[src/sv/srm_pkg.sv]
// Shared types and constants of the quiet-run marker block.
// No dependencies; every other file imports this package.
package srm_pkg;

	localparam int SAMPLE_BITS       = 24;
	localparam int POSITION_BITS_DEF = 32;
	localparam int THRESH_W          = 24;
	localparam int MINLEN_W          = 32;
	localparam int POS_OUT_W         = 32;
	localparam int CFG_IDX_W         = 2;
	localparam int CFG_DATA_W        = 32;
	localparam int QUEUE_DEPTH_DEF   = 4;

	// configuration register indexes
	localparam logic [CFG_IDX_W-1:0] CFG_LEVEL_THRESHOLD  = 2'd0;
	localparam logic [CFG_IDX_W-1:0] CFG_MIN_QUIET_LENGTH = 2'd1;
	localparam logic [CFG_IDX_W-1:0] CFG_SEPARATE_TYPES   = 2'd2;

	// marker kinds
	localparam logic KIND_START = 1'b0;
	localparam logic KIND_STOP  = 1'b1;

	// bits of the per-item marker mask, in emission order
	localparam int MK_OPEN     = 0;
	localparam int MK_RUN_END  = 1;
	localparam int MK_RUN_HEAD = 2;
	localparam int MK_FINAL    = 3;
	localparam int MK_N        = 4;

	typedef struct packed {
		logic signed [SAMPLE_BITS-1:0] sample;
		logic                          last_sample;
	} in_item_t;

	typedef struct packed {
		logic [POS_OUT_W-1:0] marker_position;
		logic                 marker_kind;
		logic                 last_of_run;
	} out_item_t;

	// markers one item causes, as queued between front and back
	typedef struct packed {
		logic [MK_N-1:0]      mask;
		logic [POS_OUT_W-1:0] end_pos;
		logic [POS_OUT_W-1:0] start_pos;
		logic [POS_OUT_W-1:0] item_pos;
		logic                 final_kind;
	} marker_rec_t;

endpackage

[src/sv/srm_front.sv]
// Front end: takes samples, tracks position and quiet runs, builds marker records.
// Depends on srm_pkg.
module srm_front #(
	parameter int POSITION_BITS = srm_pkg::POSITION_BITS_DEF
) (
	input  logic                          clk,
	input  logic                          arst_n,
	input  logic                          in_valid,
	output logic                          in_stall,
	input  srm_pkg::in_item_t             in_item,
	input  logic [srm_pkg::THRESH_W-1:0]  level_threshold,
	input  logic [srm_pkg::MINLEN_W-1:0]  min_quiet_length,
	input  logic                          separate_types,
	input  logic                          queue_full,
	output logic                          push,
	output srm_pkg::marker_rec_t          push_rec
);
	import srm_pkg::*;

	localparam int LEN_W = (POSITION_BITS > MINLEN_W) ? POSITION_BITS : MINLEN_W;

	logic                     adv;
	logic                     vld_s1;
	in_item_t                 item_s1;
	logic                     vld_s2;
	logic [POSITION_BITS-1:0] p_s2, end_s2, start_s2;
	logic                     close_s2, last_s2, first_s2;

	logic [POSITION_BITS-1:0] pos_q, run_start_q;
	logic                     in_run_q;

	logic [SAMPLE_BITS-1:0]   raw, mag;
	logic                     quiet;
	logic [POSITION_BITS-1:0] pos_inc;
	logic                     close_now;
	logic [POSITION_BITS-1:0] end_now, start_now;
	logic [POSITION_BITS-1:0] len;
	logic                     long_run;
	logic [MK_N-1:0]          mask;

	// stage 1: classify the sample, close runs
	assign raw       = item_s1.sample;
	assign mag       = raw[SAMPLE_BITS-1] ? (~raw + 1'b1) : raw;
	assign quiet     = mag < level_threshold;
	assign pos_inc   = (&pos_q) ? pos_q : pos_q + 1'b1;
	assign close_now = (!quiet && in_run_q) || (quiet && item_s1.last_sample);
	assign end_now   = quiet ? pos_inc : pos_q;
	assign start_now = in_run_q ? run_start_q : pos_q;

	// stage 2: length check and record
	assign len      = end_s2 - start_s2;
	assign long_run = LEN_W'(len) > LEN_W'(min_quiet_length);

	always_comb begin
		mask              = '0;
		mask[MK_OPEN]     = first_s2;
		mask[MK_RUN_END]  = close_s2 && long_run;
		mask[MK_RUN_HEAD] = close_s2 && long_run && separate_types;
		mask[MK_FINAL]    = last_s2;
	end

	assign adv      = !(vld_s2 && (|mask) && queue_full);
	assign in_stall = !adv;
	assign push     = vld_s2 && (|mask) && !queue_full;

	always_comb begin
		push_rec            = '0;
		push_rec.mask       = mask;
		push_rec.end_pos    = POS_OUT_W'(end_s2);
		push_rec.start_pos  = POS_OUT_W'(start_s2);
		push_rec.item_pos   = POS_OUT_W'(p_s2);
		push_rec.final_kind = separate_types ? KIND_STOP : KIND_START;
	end

	always_ff @(posedge clk or negedge arst_n) begin
		if (!arst_n) begin
			vld_s1      <= 1'b0;
			vld_s2      <= 1'b0;
			pos_q       <= '0;
			in_run_q    <= 1'b0;
			run_start_q <= '0;
		end else if (adv) begin
			vld_s1 <= in_valid;
			vld_s2 <= vld_s1;
			if (vld_s1) begin
				if (item_s1.last_sample) begin
					pos_q       <= '0;
					in_run_q    <= 1'b0;
					run_start_q <= '0;
				end else begin
					pos_q <= pos_inc;
					if (quiet && !in_run_q) begin
						in_run_q    <= 1'b1;
						run_start_q <= pos_q;
					end else if (!quiet) begin
						in_run_q <= 1'b0;
					end
				end
			end
		end
	end

	always_ff @(posedge clk) begin
		if (adv) begin
			item_s1  <= in_item;
			p_s2     <= pos_q;
			end_s2   <= end_now;
			start_s2 <= start_now;
			close_s2 <= close_now;
			last_s2  <= item_s1.last_sample;
			first_s2 <= (pos_q == '0);
		end
	end

endmodule

[src/sv/srm_queue.sv]
// Short queue of marker records between front and back end.
// Depends on srm_pkg.
module srm_queue #(
	parameter int DEPTH = srm_pkg::QUEUE_DEPTH_DEF
) (
	input  logic                 clk,
	input  logic                 arst_n,
	input  logic                 push,
	input  srm_pkg::marker_rec_t push_rec,
	input  logic                 pop,
	output srm_pkg::marker_rec_t head_rec,
	output logic                 full,
	output logic                 empty
);
	import srm_pkg::*;

	localparam int PTR_W = (DEPTH > 1) ? $clog2(DEPTH) : 1;
	localparam int CNT_W = $clog2(DEPTH + 1);

	marker_rec_t      mem [DEPTH];
	logic [PTR_W-1:0] wr_q, rd_q;
	logic [CNT_W-1:0] cnt_q;

	assign full     = (cnt_q == CNT_W'(DEPTH));
	assign empty    = (cnt_q == '0);
	assign head_rec = mem[rd_q];

	always_ff @(posedge clk) begin
		if (push) begin
			mem[wr_q] <= push_rec;
		end
	end

	always_ff @(posedge clk or negedge arst_n) begin
		if (!arst_n) begin
			wr_q  <= '0;
			rd_q  <= '0;
			cnt_q <= '0;
		end else begin
			if (push) begin
				wr_q <= (wr_q == PTR_W'(DEPTH - 1)) ? '0 : wr_q + 1'b1;
			end
			if (pop) begin
				rd_q <= (rd_q == PTR_W'(DEPTH - 1)) ? '0 : rd_q + 1'b1;
			end
			if (push && !pop) begin
				cnt_q <= cnt_q + 1'b1;
			end else if (pop && !push) begin
				cnt_q <= cnt_q - 1'b1;
			end
		end
	end

endmodule

[src/sv/srm_back.sv]
// Back end: unpacks queued records into single markers, one per cycle unless the output stalls.
// Depends on srm_pkg.
module srm_back (
	input  logic                 clk,
	input  logic                 arst_n,
	input  srm_pkg::marker_rec_t head_rec,
	input  logic                 empty,
	output logic                 pop,
	output logic                 out_valid,
	input  logic                 out_stall,
	output srm_pkg::out_item_t   out_item
);
	import srm_pkg::*;

	marker_rec_t     cur_q;
	logic            cur_vld_q;
	logic            out_vld_q;
	out_item_t       out_q;
	logic            emit;
	logic [MK_N-1:0] rest;
	out_item_t       nxt;

	// lowest pending marker goes first
	always_comb begin
		nxt  = '0;
		rest = cur_q.mask;
		if (cur_q.mask[MK_OPEN]) begin
			nxt.marker_position = '0;
			nxt.marker_kind     = KIND_START;
			rest[MK_OPEN]       = 1'b0;
		end else if (cur_q.mask[MK_RUN_END]) begin
			nxt.marker_position = cur_q.end_pos;
			nxt.marker_kind     = KIND_START;
			rest[MK_RUN_END]    = 1'b0;
		end else if (cur_q.mask[MK_RUN_HEAD]) begin
			nxt.marker_position = cur_q.start_pos;
			nxt.marker_kind     = KIND_STOP;
			rest[MK_RUN_HEAD]   = 1'b0;
		end else begin
			nxt.marker_position = cur_q.item_pos;
			nxt.marker_kind     = cur_q.final_kind;
			rest[MK_FINAL]      = 1'b0;
		end
		nxt.last_of_run = (rest == '0);
	end

	assign emit = cur_vld_q && (!out_vld_q || !out_stall);
	assign pop  = !empty && (!cur_vld_q || (emit && rest == '0));

	assign out_valid = out_vld_q;
	assign out_item  = out_q;

	always_ff @(posedge clk or negedge arst_n) begin
		if (!arst_n) begin
			cur_vld_q <= 1'b0;
			out_vld_q <= 1'b0;
		end else begin
			if (!out_vld_q || !out_stall) begin
				out_vld_q <= cur_vld_q;
			end
			if (pop) begin
				cur_vld_q <= 1'b1;
			end else if (emit && rest == '0) begin
				cur_vld_q <= 1'b0;
			end
		end
	end

	always_ff @(posedge clk) begin
		if (emit) begin
			out_q <= nxt;
		end
		if (pop) begin
			cur_q <= head_rec;
		end else if (emit) begin
			cur_q.mask <= rest;
		end
	end

endmodule

[src/sv/silence_run_marker.sv]
// Top level of the quiet-run marker block: configuration registers and the
// front end, record queue and back end. Depends on srm_pkg, srm_front,
// srm_queue and srm_back.
//
//   channel   direction  handshake           payload
//   in        input      in_valid/in_stall   in_item (sample, last_sample)
//   out       output     out_valid/out_stall out_item (position, kind, last_of_run)
//   cfg       input      cfg_valid/cfg_ready cfg_index, cfg_data
//
// One sample is taken every cycle while in_stall is low; it passes the stage 1 and
// stage 2 registers before it reaches the record queue. The back end unpacks each record
// into markers one by one; a sample causes up to four, and the queue absorbs bursts.
// The queue holds four records by default; markers then leave via cur_q and out_q.
// Reset clears position, run state and all valid flags; registers take their reset values.
// in_stall rises only when a record is waiting and the queue is full.
module silence_run_marker #(
	parameter int POSITION_BITS = srm_pkg::POSITION_BITS_DEF,
	parameter int QUEUE_DEPTH   = srm_pkg::QUEUE_DEPTH_DEF
) (
	input  logic                           clk,
	input  logic                           arst_n,
	input  logic                           in_valid,
	output logic                           in_stall,
	input  srm_pkg::in_item_t              in_item,
	output logic                           out_valid,
	input  logic                           out_stall,
	output srm_pkg::out_item_t             out_item,
	input  logic                           cfg_valid,
	output logic                           cfg_ready,
	input  logic [srm_pkg::CFG_IDX_W-1:0]  cfg_index,
	input  logic [srm_pkg::CFG_DATA_W-1:0] cfg_data
);
	import srm_pkg::*;

	logic [THRESH_W-1:0] level_threshold_q;
	logic [MINLEN_W-1:0] min_quiet_length_q;
	logic                separate_types_q;

	logic        push, pop, full, empty;
	marker_rec_t push_rec, head_rec;

	assign cfg_ready = 1'b1;

	always_ff @(posedge clk or negedge arst_n) begin
		if (!arst_n) begin
			level_threshold_q  <= '0;
			min_quiet_length_q <= '0;
			separate_types_q   <= 1'b1;
		end else if (cfg_valid && cfg_ready) begin
			case (cfg_index)
				CFG_LEVEL_THRESHOLD: begin
					level_threshold_q <= cfg_data[THRESH_W-1:0];
				end
				CFG_MIN_QUIET_LENGTH: begin
					min_quiet_length_q <= cfg_data[MINLEN_W-1:0];
				end
				CFG_SEPARATE_TYPES: begin
					separate_types_q <= cfg_data[0];
				end
				default: begin
				end
			endcase
		end
	end

	srm_front #(
		.POSITION_BITS(POSITION_BITS)
	) u_front (
		.clk             (clk),
		.arst_n          (arst_n),
		.in_valid        (in_valid),
		.in_stall        (in_stall),
		.in_item         (in_item),
		.level_threshold (level_threshold_q),
		.min_quiet_length(min_quiet_length_q),
		.separate_types  (separate_types_q),
		.queue_full      (full),
		.push            (push),
		.push_rec        (push_rec)
	);

	srm_queue #(
		.DEPTH(QUEUE_DEPTH)
	) u_queue (
		.clk     (clk),
		.arst_n  (arst_n),
		.push    (push),
		.push_rec(push_rec),
		.pop     (pop),
		.head_rec(head_rec),
		.full    (full),
		.empty   (empty)
	);

	srm_back u_back (
		.clk      (clk),
		.arst_n   (arst_n),
		.head_rec (head_rec),
		.empty    (empty),
		.pop      (pop),
		.out_valid(out_valid),
		.out_stall(out_stall),
		.out_item (out_item)
	);

endmodule

[config.mk]
export PLATFORM = sky130hd
export DESIGN_NAME = silence_run_marker
export DESIGN_NICKNAME = d
export VERILOG_FILES = /design/src/sv/srm_pkg.sv /design/src/sv/srm_front.sv /design/src/sv/srm_queue.sv /design/src/sv/srm_back.sv /design/src/sv/silence_run_marker.sv
export SDC_FILE = /design/constraint.sdc
export NUM_CORES = 1
export LEC_CHECK = 0
export BUFFER_PORTS_ARGS = -buffer_cell sky130_fd_sc_hd__clkbuf_2
export CORE_MARGIN = 8
export CORE_UTILIZATION = 40
export DETAILED_ROUTE_END_ITERATION = 10
export PLACE_DENSITY = 0.66
export SLEW_MARGIN = 5
export SYNTH_ARGS = -nofsm -noshare
export SYNTH_HDL_FRONTEND = slang
export SYNTH_SLANG_ARGS = --single-unit
[constraint.sdc]
create_clock -name clk -period 6.8 [get_ports clk]
set_clock_uncertainty 0.1 [all_clocks]
set_input_delay 1.7 -clock clk [delete_from_list [all_inputs] [get_ports clk]]
set_output_delay 1.7 -clock clk [all_outputs]
set_load 0.005 [all_outputs]
After elaboration in Yosys (flattened, before gate mapping)

Memories as Yosys holds them, arrays and structs flattened.
Cells that the tools add are included.

Add/subtract/negate cells: 7
Equal/unequal tests: 6
Reduce and logical (&&, ||, !) cells: 42
Muxes and demuxes: 26
Bitwise gates (word level): 2
Order comparisons: 2

Operators by type and width:

| kind                                          | number |
|---|---|
| 2-to-1 mux 32 bit                             | 6 |
| 2-to-1 mux 33 bit                             | 2 |
| adder 32 x 1 -> 32 bit, second input constant | 1 |
| > comparator 32 bit                           | 1 |
| logical NOT 32 bit                            | 1 |
| AND reduction 32 bit                          | 1 |
| subtractor 32 bit                             | 1 |
| adder 24 x 1 -> 24 bit, second input constant | 1 |
| less-than comparator 24 bit                   | 1 |
| 2-to-1 mux 24 bit                             | 1 |
| inverter 24 bit                               | 1 |
| logical AND 1 bit                             | 13 |
| logical NOT 1 bit                             | 9 |
| 2-to-1 mux 1 bit                              | 9 |
| 2-to-1 mux 3 bit                              | 3 |
| 2-to-1 mux 4 bit                              | 2 |
| AND reduction 2 bit                           | 4 |
| nonzero test 2 bit                            | 4 |
| equality test 2 bit, second input constant    | 3 |
| 2-to-1 mux 2 bit                              | 3 |
| AND reduction 3 bit                           | 2 |
| adder 2 x 1 -> 2 bit, second input constant   | 2 |
| logical NOT 4 bit                             | 1 |
| OR reduction 4 bit                            | 1 |
| other kinds (10)                              | 12 |

Output and inout port bits: 37
Flip-flop bits (word level): 392
Memories kept: 1
Input port bits: 64
Logic and storage cells: 115
Bits in writable memories: 404

Memory list:

| memory      | words | width | rd ports | clocked after Yosys merged registers in | wr ports | RTL line        | RTL |
|---|---|---|---|---|---|---|---|
| u_queue.mem | 4     | 101   | 1        | 0                                       | 1        | srm_queue.sv:20 | `marker_rec_t mem [DEPTH];` |

Longest topological paths before layout

Gate-level depths: netlist (run 1).

Depth after elaboration: 11
Gate-level depth with buffers: 28
Mapped depth without buffers: 28

Modules after synthesis

Synthesis (run 1) repeated with hierarchy kept, for this count alone.

Cell total of the unflattened synthesis: 2071
Area, all modules: 34015.1 um2

By module, submodules not included:

| module             | area an instance (um2) | cells an instance | instances | seq. area each (um2) |
|---|---|---|---|---|
| srm_queue          | 15059.4                | 565               | 1         | 12306.8 |
| srm_front          | 11643.7                | 1114              | 1         | 5400.2 |
| srm_back           | 5129.9                 | 268               | 1         | 4103.9 |
| silence_run_marker | 2182.1                 | 124               | 1         | 1427.6 |

Least setup slack after synthesis (run 1)

Ideal clock, no wire load.

Path kind: register to output
From: register u_front.end_s2[0]
To: output port in_stall
Path slack: -0.646 ns
Required time: 5.000 ns
Buffers on the path: 1
Stages on the path, launching flop included: 23
Data arrival time: 5.646 ns
Cell sequence: edfxtp_1 inv_1 ha_1 inv_1 fa_1 a211oi_1 o21ai_0 a32oi_1 o211ai_2 a31oi_2 o211ai_1 a21oi_1 xnor2_1 ha_1 nand4_1 or2_1 nor3_1 a21boi_0 nand3_1 a211o_1 and2_1 buf_2 inv_1

Word-level cells in the longest chain between the ends: 7

RTL lines:

| item                              | RTL line                         | RTL |
|---|---|---|
| start, declared                   | srm_front.sv:26                  | `logic [POSITION_BITS-1:0] p_s2, end_s2, start_s2;` |
| start signal, assigned            | srm_front.sv:107                 | `end_s2 <= end_now;` |
| subtractor 32 bit *               | srm_front.sv:51                  | `assign len = end_s2 - start_s2;` |
| > comparator 32 bit *             | srm_front.sv:52                  | `assign long_run = LEN_W'(len) > LEN_W'(min_quiet_length);` |
| logical AND 1 bit *               | srm_front.sv:57, srm_front.sv:58 |  |
| logical AND 1 bit                 | srm_front.sv:58                  | `mask[MK_RUN_HEAD] = close_s2 && long_run && separate_types;` |
| OR reduction 4 bit *              | srm_front.sv:62                  | `assign adv = !(vld_s2 && (\|mask) && queue_full);` |
| logical AND 1 bit * (2 in series) | srm_front.sv:62                  |  |
| end, declared                     | silence_run_marker.sv:23         | `output logic in_stall,` |

Every way passes the cells marked *; elsewhere a longest branch is shown, timed or not.

Worst setup path in the final report (run 1)

From: register u_front.start_s2[13]
To: output port in_stall

Word-level cells in the longest chain between the ends: 7

RTL lines:

| item                              | RTL line                         | RTL |
|---|---|---|
| start, declared                   | srm_front.sv:26                  |  |
| start signal, assigned            | srm_front.sv:108                 | `start_s2 <= start_now;` |
| subtractor 32 bit *               | srm_front.sv:51                  |  |
| > comparator 32 bit *             | srm_front.sv:52                  |  |
| logical AND 1 bit *               | srm_front.sv:57, srm_front.sv:58 |  |
| logical AND 1 bit                 | srm_front.sv:58                  |  |
| OR reduction 4 bit *              | srm_front.sv:62                  |  |
| logical AND 1 bit * (2 in series) | srm_front.sv:62                  |  |

Marked as above.

==> flow_metrics.env, run 1 <==
export IMPL_status="finished, violations left"
export IMPL_violations="setup timing"
export IMPL_rsz0062_at_grt="yes"
export IMPL_grt_pass1_wl_um=112000
export IMPL_drv_cap=0
export IMPL_hp_class="register to register"
export IMPL_synth_seq_cells=796
export IMPL_final_max_slew_viol_count=0
export IMPL_cts_tree="done"
export IMPL_syn_nets=2256
export IMPL_tns_ns=-0.0935
export IMPL_clk_path_buf_depth=3
export IMPL_coreArea_um2=83200
export IMPL_drive_gt1_frac=0.229
export IMPL_r2r_end="u_front.run_start_q[7]"
export IMPL_ys_types=83
export IMPL_async_flop_share=0.167
export IMPL_drtPass1Iterations=6
export IMPL_dieWidth_um=305
export IMPL_clkLatencyLatePin_ns=0.63
export IMPL_min_path_cells=1
export IMPL_synth_yosys_warnings=0
export IMPL_routedWlPerCell_um=21.3
export IMPL_final_setup_viol_count=1
export IMPL_die_h_um=305
export IMPL_numCtsBuffers=80
export IMPL_viasPerCell=5.40
export IMPL_setup_worst_path_start="u_front.start_s2[13]"
export IMPL_numClockSinks=796
export IMPL_gp_congestion=0.879
export IMPL_min_period_over_period=1.01
export IMPL_drc=0
export IMPL_grt_pass1_vias=18900
export IMPL_synth_seq_area_share=0.696
export IMPL_worstMarginPinSlew_ns=0.975
export IMPL_cts_htree_levels=3
export IMPL_cts_root_buf="clkbuf_16"
export IMPL_worstPathMaxFanout=6
export IMPL_path_clk_slew_ns=0.06
export IMPL_endpoint_kind="primary output"
export IMPL_syn_inst=2095
export IMPL_grt_max_degree=134
export IMPL_routed_wl_um=72200
export IMPL_vias=18300
export IMPL_antenna_found_initial=0
export IMPL_die_area_um2=93000
export IMPL_synth_edf_count=663
export IMPL_min_period_ns=6.89
export IMPL_rows=106
export IMPL_reg2reg_slack_ns=0.58
export IMPL_reg2reg_from="u_front.start_s2[13]"
export IMPL_maxSlewHeadroom=0.350
export IMPL_synthFlopType="edfxtp_1"
export IMPL_hold_ws_ns=0.399
export IMPL_nets=2399
export IMPL_required_ns=5.00
export IMPL_start_util=0.402
export IMPL_worstRegToRegCells=30
export IMPL_arrival_ns=5.09
export IMPL_portBuffers=99
export IMPL_finalHoldViolCount=0
export IMPL_cp_endpoint="in_stall"
export IMPL_antenna_cells=0
export IMPL_final_antenna_net_count=0
export IMPL_fmax_mhz=145
export IMPL_fillers=6963
export IMPL_grt_overflow=0
export IMPL_critPathKind="register to primary output"
export IMPL_start_kind="register"
export IMPL_grtUsageTotal=0.154
export IMPL_drt_iter0_drc=1263
export IMPL_synth_area_um2=33400
export IMPL_post_synth_cell_area_avg_um2=15.9
export IMPL_syn2layout_area_growth_pct=14.7
export IMPL_dp_hpwl_um=45000
export IMPL_final_critical_path_setup_slack_ns=-0.0935
export IMPL_io_pins=101
## worst max-delay path, stage by stage (launching register included)
cell and delay (ns):
edfxtp_1 0.46, inv_2 0.11, ha_4 0.23, o21ai_1 0.08, nor2_1 0.09, buf_4 0.14, buf_4 0.12, buf_4 0.12
buf_4 0.12, buf_4 0.12, buf_4 0.12, buf_4 0.12, buf_4 0.12, buf_4 0.12, buf_4 0.12, nor2_1 0.13
o21ai_0 0.13, xor2_1 0.16, ha_1 0.30, nand4_1 0.10, or2_4 0.29, nor3_4 0.22, a21boi_1 0.12, nand3_1 0.11
a211o_1 0.20, and2_4 0.19, clkinvlp_4 0.15, buf_6 0.16
## layout by cell type (no fill, tap or decap), drive strengths merged, types with 21 or more instances in the layout
master	synthesis	layout
nand2	103	103
nand4	21	21
mux2	67	67
dfrtp	132	132
clkinv	0	28
buf	42	65
a21o	31	31
nor2	125	125
a22o	31	31
o21ai	103	103
a21oi	66	66
inv	107	110
mux4	101	101
ha	95	95
xnor2	66	66
mux2i	33	33
nand3	27	27
edfxtp	663	663
clkbuf	59	206
nand2b	23	23
## stage by stage
stage / std cells / instance area (µm²) / worst slack, ns / utilization
final: 3385 / 38300 / -0.0935 / 0.461
after floorplan: 2095 / 33400 / 0.0185 / -
after global placement: 3208 / 35200 / 0.112 / 0.424
after detailed placement: 3208 / 35200 / 0.0180 / 0.424
after global routing: 3385 / 38300 / -0.319 / 0.461
after CTS: 3381 / 38200 / -0.116 / 0.459
## layout make-up
type / count / area (µm²) / share of cell area
sequential: 796 / 23200 / 0.607
inverter: 107 / 408 / 0.0106
clock inverter: 40 / 365 / 0.00953
clock buffer: 109 / 2220 / 0.0580
multi-input combinational: 1091 / 9630 / 0.251
tap: 1080 / 1350 / 0.0353
timing repair buffer: 162 / 1110 / 0.0289
## cell families after synthesis
family / share of synthesized area
AO/OA/AOI/OAI: 0.0611
XOR/XNOR: 0.0215
adder cells (fa/ha/maj): 0.0371
buffers and inverters: 0.0252
flip-flops: 0.696
multiplexers: 0.101
other: 0.000112
AND/OR/NAND/NOR: 0.0588
## layer usage
layer | track usage | part of all wire | up-vias
li1 | - | - | 8272
met4 | 0.0487 | 0.026 | 0
met2 | 0.243 | 0.46 | 619
met1 | 0.215 | 0.45 | 9280
met3 | 0.0286 | 0.064 | 124
met5 | 0 | 0 | -
## worst min path at each step
stage                                    endpoint  slack [ns]                    start
after floorplan                  u_front.p_s2[15]        0.32        u_front.pos_q[15]
after global placement         u_queue.mem[1][16]        0.37         u_front.p_s2[15]
after detailed placement  u_front.run_start_q[13]        0.38  u_front.run_start_q[13]
after CTS                      u_queue.mem[0][32]        0.40         u_front.p_s2[31]
after global routing           u_queue.mem[0][32]        0.40         u_front.p_s2[31]
final                      u_front.run_start_q[9]        0.40   u_front.run_start_q[9]
## cells in the mapped netlist (33+ instances only)
cell,number,share of area
a21oi_1,65,0.0097
edfxtp_1,663,0.60
nor2_1,124,0.014
ha_1,95,0.036
clkbuf_1,58,0.0065
mux2_2,67,0.023
mux4_2,101,0.068
inv_1,107,0.012
xnor2_1,66,0.017
mux2i_1,33,0.0099
o21ai_0,99,0.015
dfrtp_1,132,0.099
nand2_1,103,0.012
## sequential cells by signal (all words and copies together) (netlist names), 2 cells and up
name,count
min_quiet_length_q,32
u_queue.rd_q,2
u_front.run_start_q,32
u_back.cur_q,101
u_queue.mem,404
u_back.out_item,34
u_front.pos_q,32
u_front.p_s2,32
u_front.end_s2,32
u_front.raw,24
u_queue.wr_q,2
u_front.start_s2,32
u_queue.cnt_q,3
level_threshold_q,24
## what timing repair did
item / CTS / global route
setup buffers: 24 / 4
gates resized for setup: 40 / 23
pin swaps: 21 / 11
setup endpoints to repair: 1 / 1
hold buffers: 0 / 0
cloned: 0 / 0
Power of run 1 is not shown: default switching activity piles up to over one toggle a cycle in this logic, so the estimate is an artifact.
==> run 2, diff against run 1 <==
--- a/config.mk
+++ b/config.mk
@@ -9,7 +9,9 @@
 export CORE_MARGIN = 8
 export CORE_UTILIZATION = 40
 export DETAILED_ROUTE_END_ITERATION = 10
-export PLACE_DENSITY = 0.66
+export MAX_ROUTING_LAYER = met4
+export PLACE_DENSITY = 0.64
+export SETUP_SLACK_MARGIN = 0.4
 export SLEW_MARGIN = 5
 export SYNTH_ARGS = -nofsm -noshare
 export SYNTH_HDL_FRONTEND = slang
==> constraint.sdc (replaced) <==
create_clock -name clk -period 6.7 [get_ports clk]
set_clock_uncertainty 0.1 [all_clocks]
set_input_delay 1.675 -clock clk [delete_from_list [all_inputs] [get_ports clk]]
set_output_delay 1.675 -clock clk [all_outputs]
set_load 0.005 [all_outputs]
==> run 2 against run 1 <==
  * The run still ends with setup timing left
  * Critical path type unchanged
  * Cell count down 0.32%
  * Worst hold slack got worse by 0.0091 ns
  * Core utilization down 0.18 points
  * Via count is 0.62% lower
  * Largest cell class unchanged
  * Die area stayed put
  * Critical endpoint unchanged
  * Non-clock buffer count fell by 14
  * Final area shrank 0.40%
  * First-iteration DRC count up 19%
==> flow_metrics.env, run 2 (synthesis gave the netlist of run 1 again) <==
export IMPL_status="finished, violations left"
export IMPL_violations="setup timing"
export IMPL_drv_cap=0
export IMPL_grtUsageTotal=0.160
export IMPL_numClockSinks=796
export IMPL_final_critical_path_setup_slack_ns=-0.139
export IMPL_vias=18200
export IMPL_worstMarginPinSlew_ns=1.06
export IMPL_routed_wl_um=73600
export IMPL_path_clk_slew_ns=0.06
export IMPL_tns_ns=-0.139
export IMPL_final_util=0.459
export IMPL_numCtsBuffers=81
export IMPL_worstPathMaxFanout=5
export IMPL_routedWlPerCell_um=21.8
export IMPL_gp_congestion=0.894
export IMPL_cts_root_buf="clkbuf_16"
export IMPL_coreArea_um2=83200
export IMPL_critPathKind="register to primary output"
export IMPL_cts_htree_levels=3
export IMPL_min_period_ns=6.84
export IMPL_fmax_mhz=146
export IMPL_crit_family="compound AO/OA/AOI/OAI gates"
export IMPL_io_pins=101
export IMPL_viasPerCell=5.39
export IMPL_hp_class="register to register"
export IMPL_final_max_slew_viol_count=0
export IMPL_start_kind="register"
export IMPL_required_ns=4.93
export IMPL_nets=2386
export IMPL_grt_overflow=0
export IMPL_drive_gt1_frac=0.218
export IMPL_arrival_ns=5.06
export IMPL_dp_hpwl_um=45500
export IMPL_final_setup_viol_count=1
export IMPL_rows=106
export IMPL_syn2layout_area_growth_pct=14.3
export IMPL_die_h_um=305
export IMPL_crit_top_cell="a21o_1"
export IMPL_cts_tree="done"
export IMPL_hold_ws_ns=0.390
export IMPL_final_antenna_net_count=0
export IMPL_dieWidth_um=305
export IMPL_stdcell_count=3374
export IMPL_path_buf_inv=4
export IMPL_postCtsHoldBufs=0
export IMPL_portBuffers=99
export IMPL_clk_path_buf_depth=3
export IMPL_grt_pass1_wl_um=112000
export IMPL_crit_path_top_delay_cell="or4_4"
export IMPL_min_period_over_period=1.02
export IMPL_drc=0
export IMPL_clkLatencyLatePin_ns=0.63
export IMPL_largest_register_ffs=404
export IMPL_grt_max_degree=134
export IMPL_finalHoldViolCount=0
export IMPL_start_util=0.402
export IMPL_dp_cells=3206
export IMPL_drtPass1Iterations=6
export IMPL_fillers=7012
export IMPL_final_common_cell="edfxtp_1"
export IMPL_endpoint_kind="primary output"
export IMPL_rsz0062_at_grt="yes"
export IMPL_cp_cell_sequence="inv_1 -> ha_4 -> a21o_1 -> or3_1 -> o21a_1 -> or4_4 -> a211oi_4 -> buf_4 -> nor2_1 -> ha_1 -> a21o_1 -> a21o_1 -> a21oi_2 -> o22ai_4 -> nor4_2 -> a211o_1 -> and2_4 -> inv_4 -> buf_8"
export IMPL_die_area_um2=93000
export IMPL_cpPeakStageDelay_ns=0.51
export IMPL_drt_iter0_drc=1507
export IMPL_mostFrequentLayoutCells="663 x edfxtp_1, 130 x dfrtp_1, 124 x nor2_1"
export IMPL_largest_register="u_queue.mem"
export IMPL_antenna_found_initial=1
export IMPL_maxSlewHeadroom=0.297
export IMPL_grt_pass1_vias=18700
[run 2: changes by cell type in the layout (fill, tap and decap cells not counted), moves of 2 or more]
| cell | change |
|---|---|
| clkbuf_1 | +2 |
| or2_4 | -2 |
| inv_2 | -3 |
| clkbuf_16 | +2 |
| inv_4 | +2 |
| ha_4 | -3 |
| clkinv_1 | +4 |
| clkinv_2 | -7 |
| ha_1 | +2 |
| clkinv_4 | -3 |
| buf_4 | -15 |
| inv_1 | +3 |
[run 2: final timing paths]
kind	startpoint	end	slack, ns	cells past startpoint
worst max-delay path	u_front.start_s2[4]	in_stall	-0.14	19
worst min-delay path	u_front.start_s2[13]	u_queue.mem[3][46]	0.39	0
worst max register to register	u_front.end_s2[0]	u_queue.cnt_q[2]	0.53	28
worst min register to register	u_front.start_s2[13]	u_queue.mem[3][46]	0.39	0
max in group asynchronous	arst_n	u_front.run_start_q[5]	4.24	2
min in group asynchronous	arst_n	u_front.run_start_q[4]	1.03	1
[run 2: layout make-up]
| cell class | count | area, µm² | area share |
|---|---|---|---|
| Timing Repair Buffer | 148 | 1020 | 0.0266 |
| Sequential cell | 796 | 23200 | 0.609 |
| Clock inverter | 38 | 357 | 0.00934 |
| Clock buffer | 113 | 2280 | 0.0597 |
| Antenna cell | 1 | 2.50 | 0.0000656 |
| Inverter | 107 | 407 | 0.0107 |
| Multi-Input combinational cell | 1091 | 9510 | 0.249 |
| Tap cell | 1080 | 1350 | 0.0354 |
[run 2: layer usage]
layer / track usage / part of all wire / vias to the layer above
met1: 0.220 / 0.46 / 9296
met2: 0.246 / 0.47 / 552
met4: 0.0472 / 0.019 / 0
met3: 0.0256 / 0.056 / 98
li1: - / - / 8235
met5: - / 0 / -
[run 2: repair_timing]
action / CTS / global route
gates resized for setup: 23 / 22
setup endpoints to repair: 2 / 428
buffers inserted: 9 / 7
pin swaps: 16 / 18
[run 2: through the flow]
stage | setup slack, ns | cell area, µm²
6_report | -0.139 | 38200
5_1_grt | -0.373 | 38200
4_1_cts | -0.220 | 38000
3_5_place_dp | 0.0441 | 35200
3_3_place_gp | 0.158 | 35200
2_1_floorplan | -0.0565 | 33400
Power of run 2 is left out for the same reason.
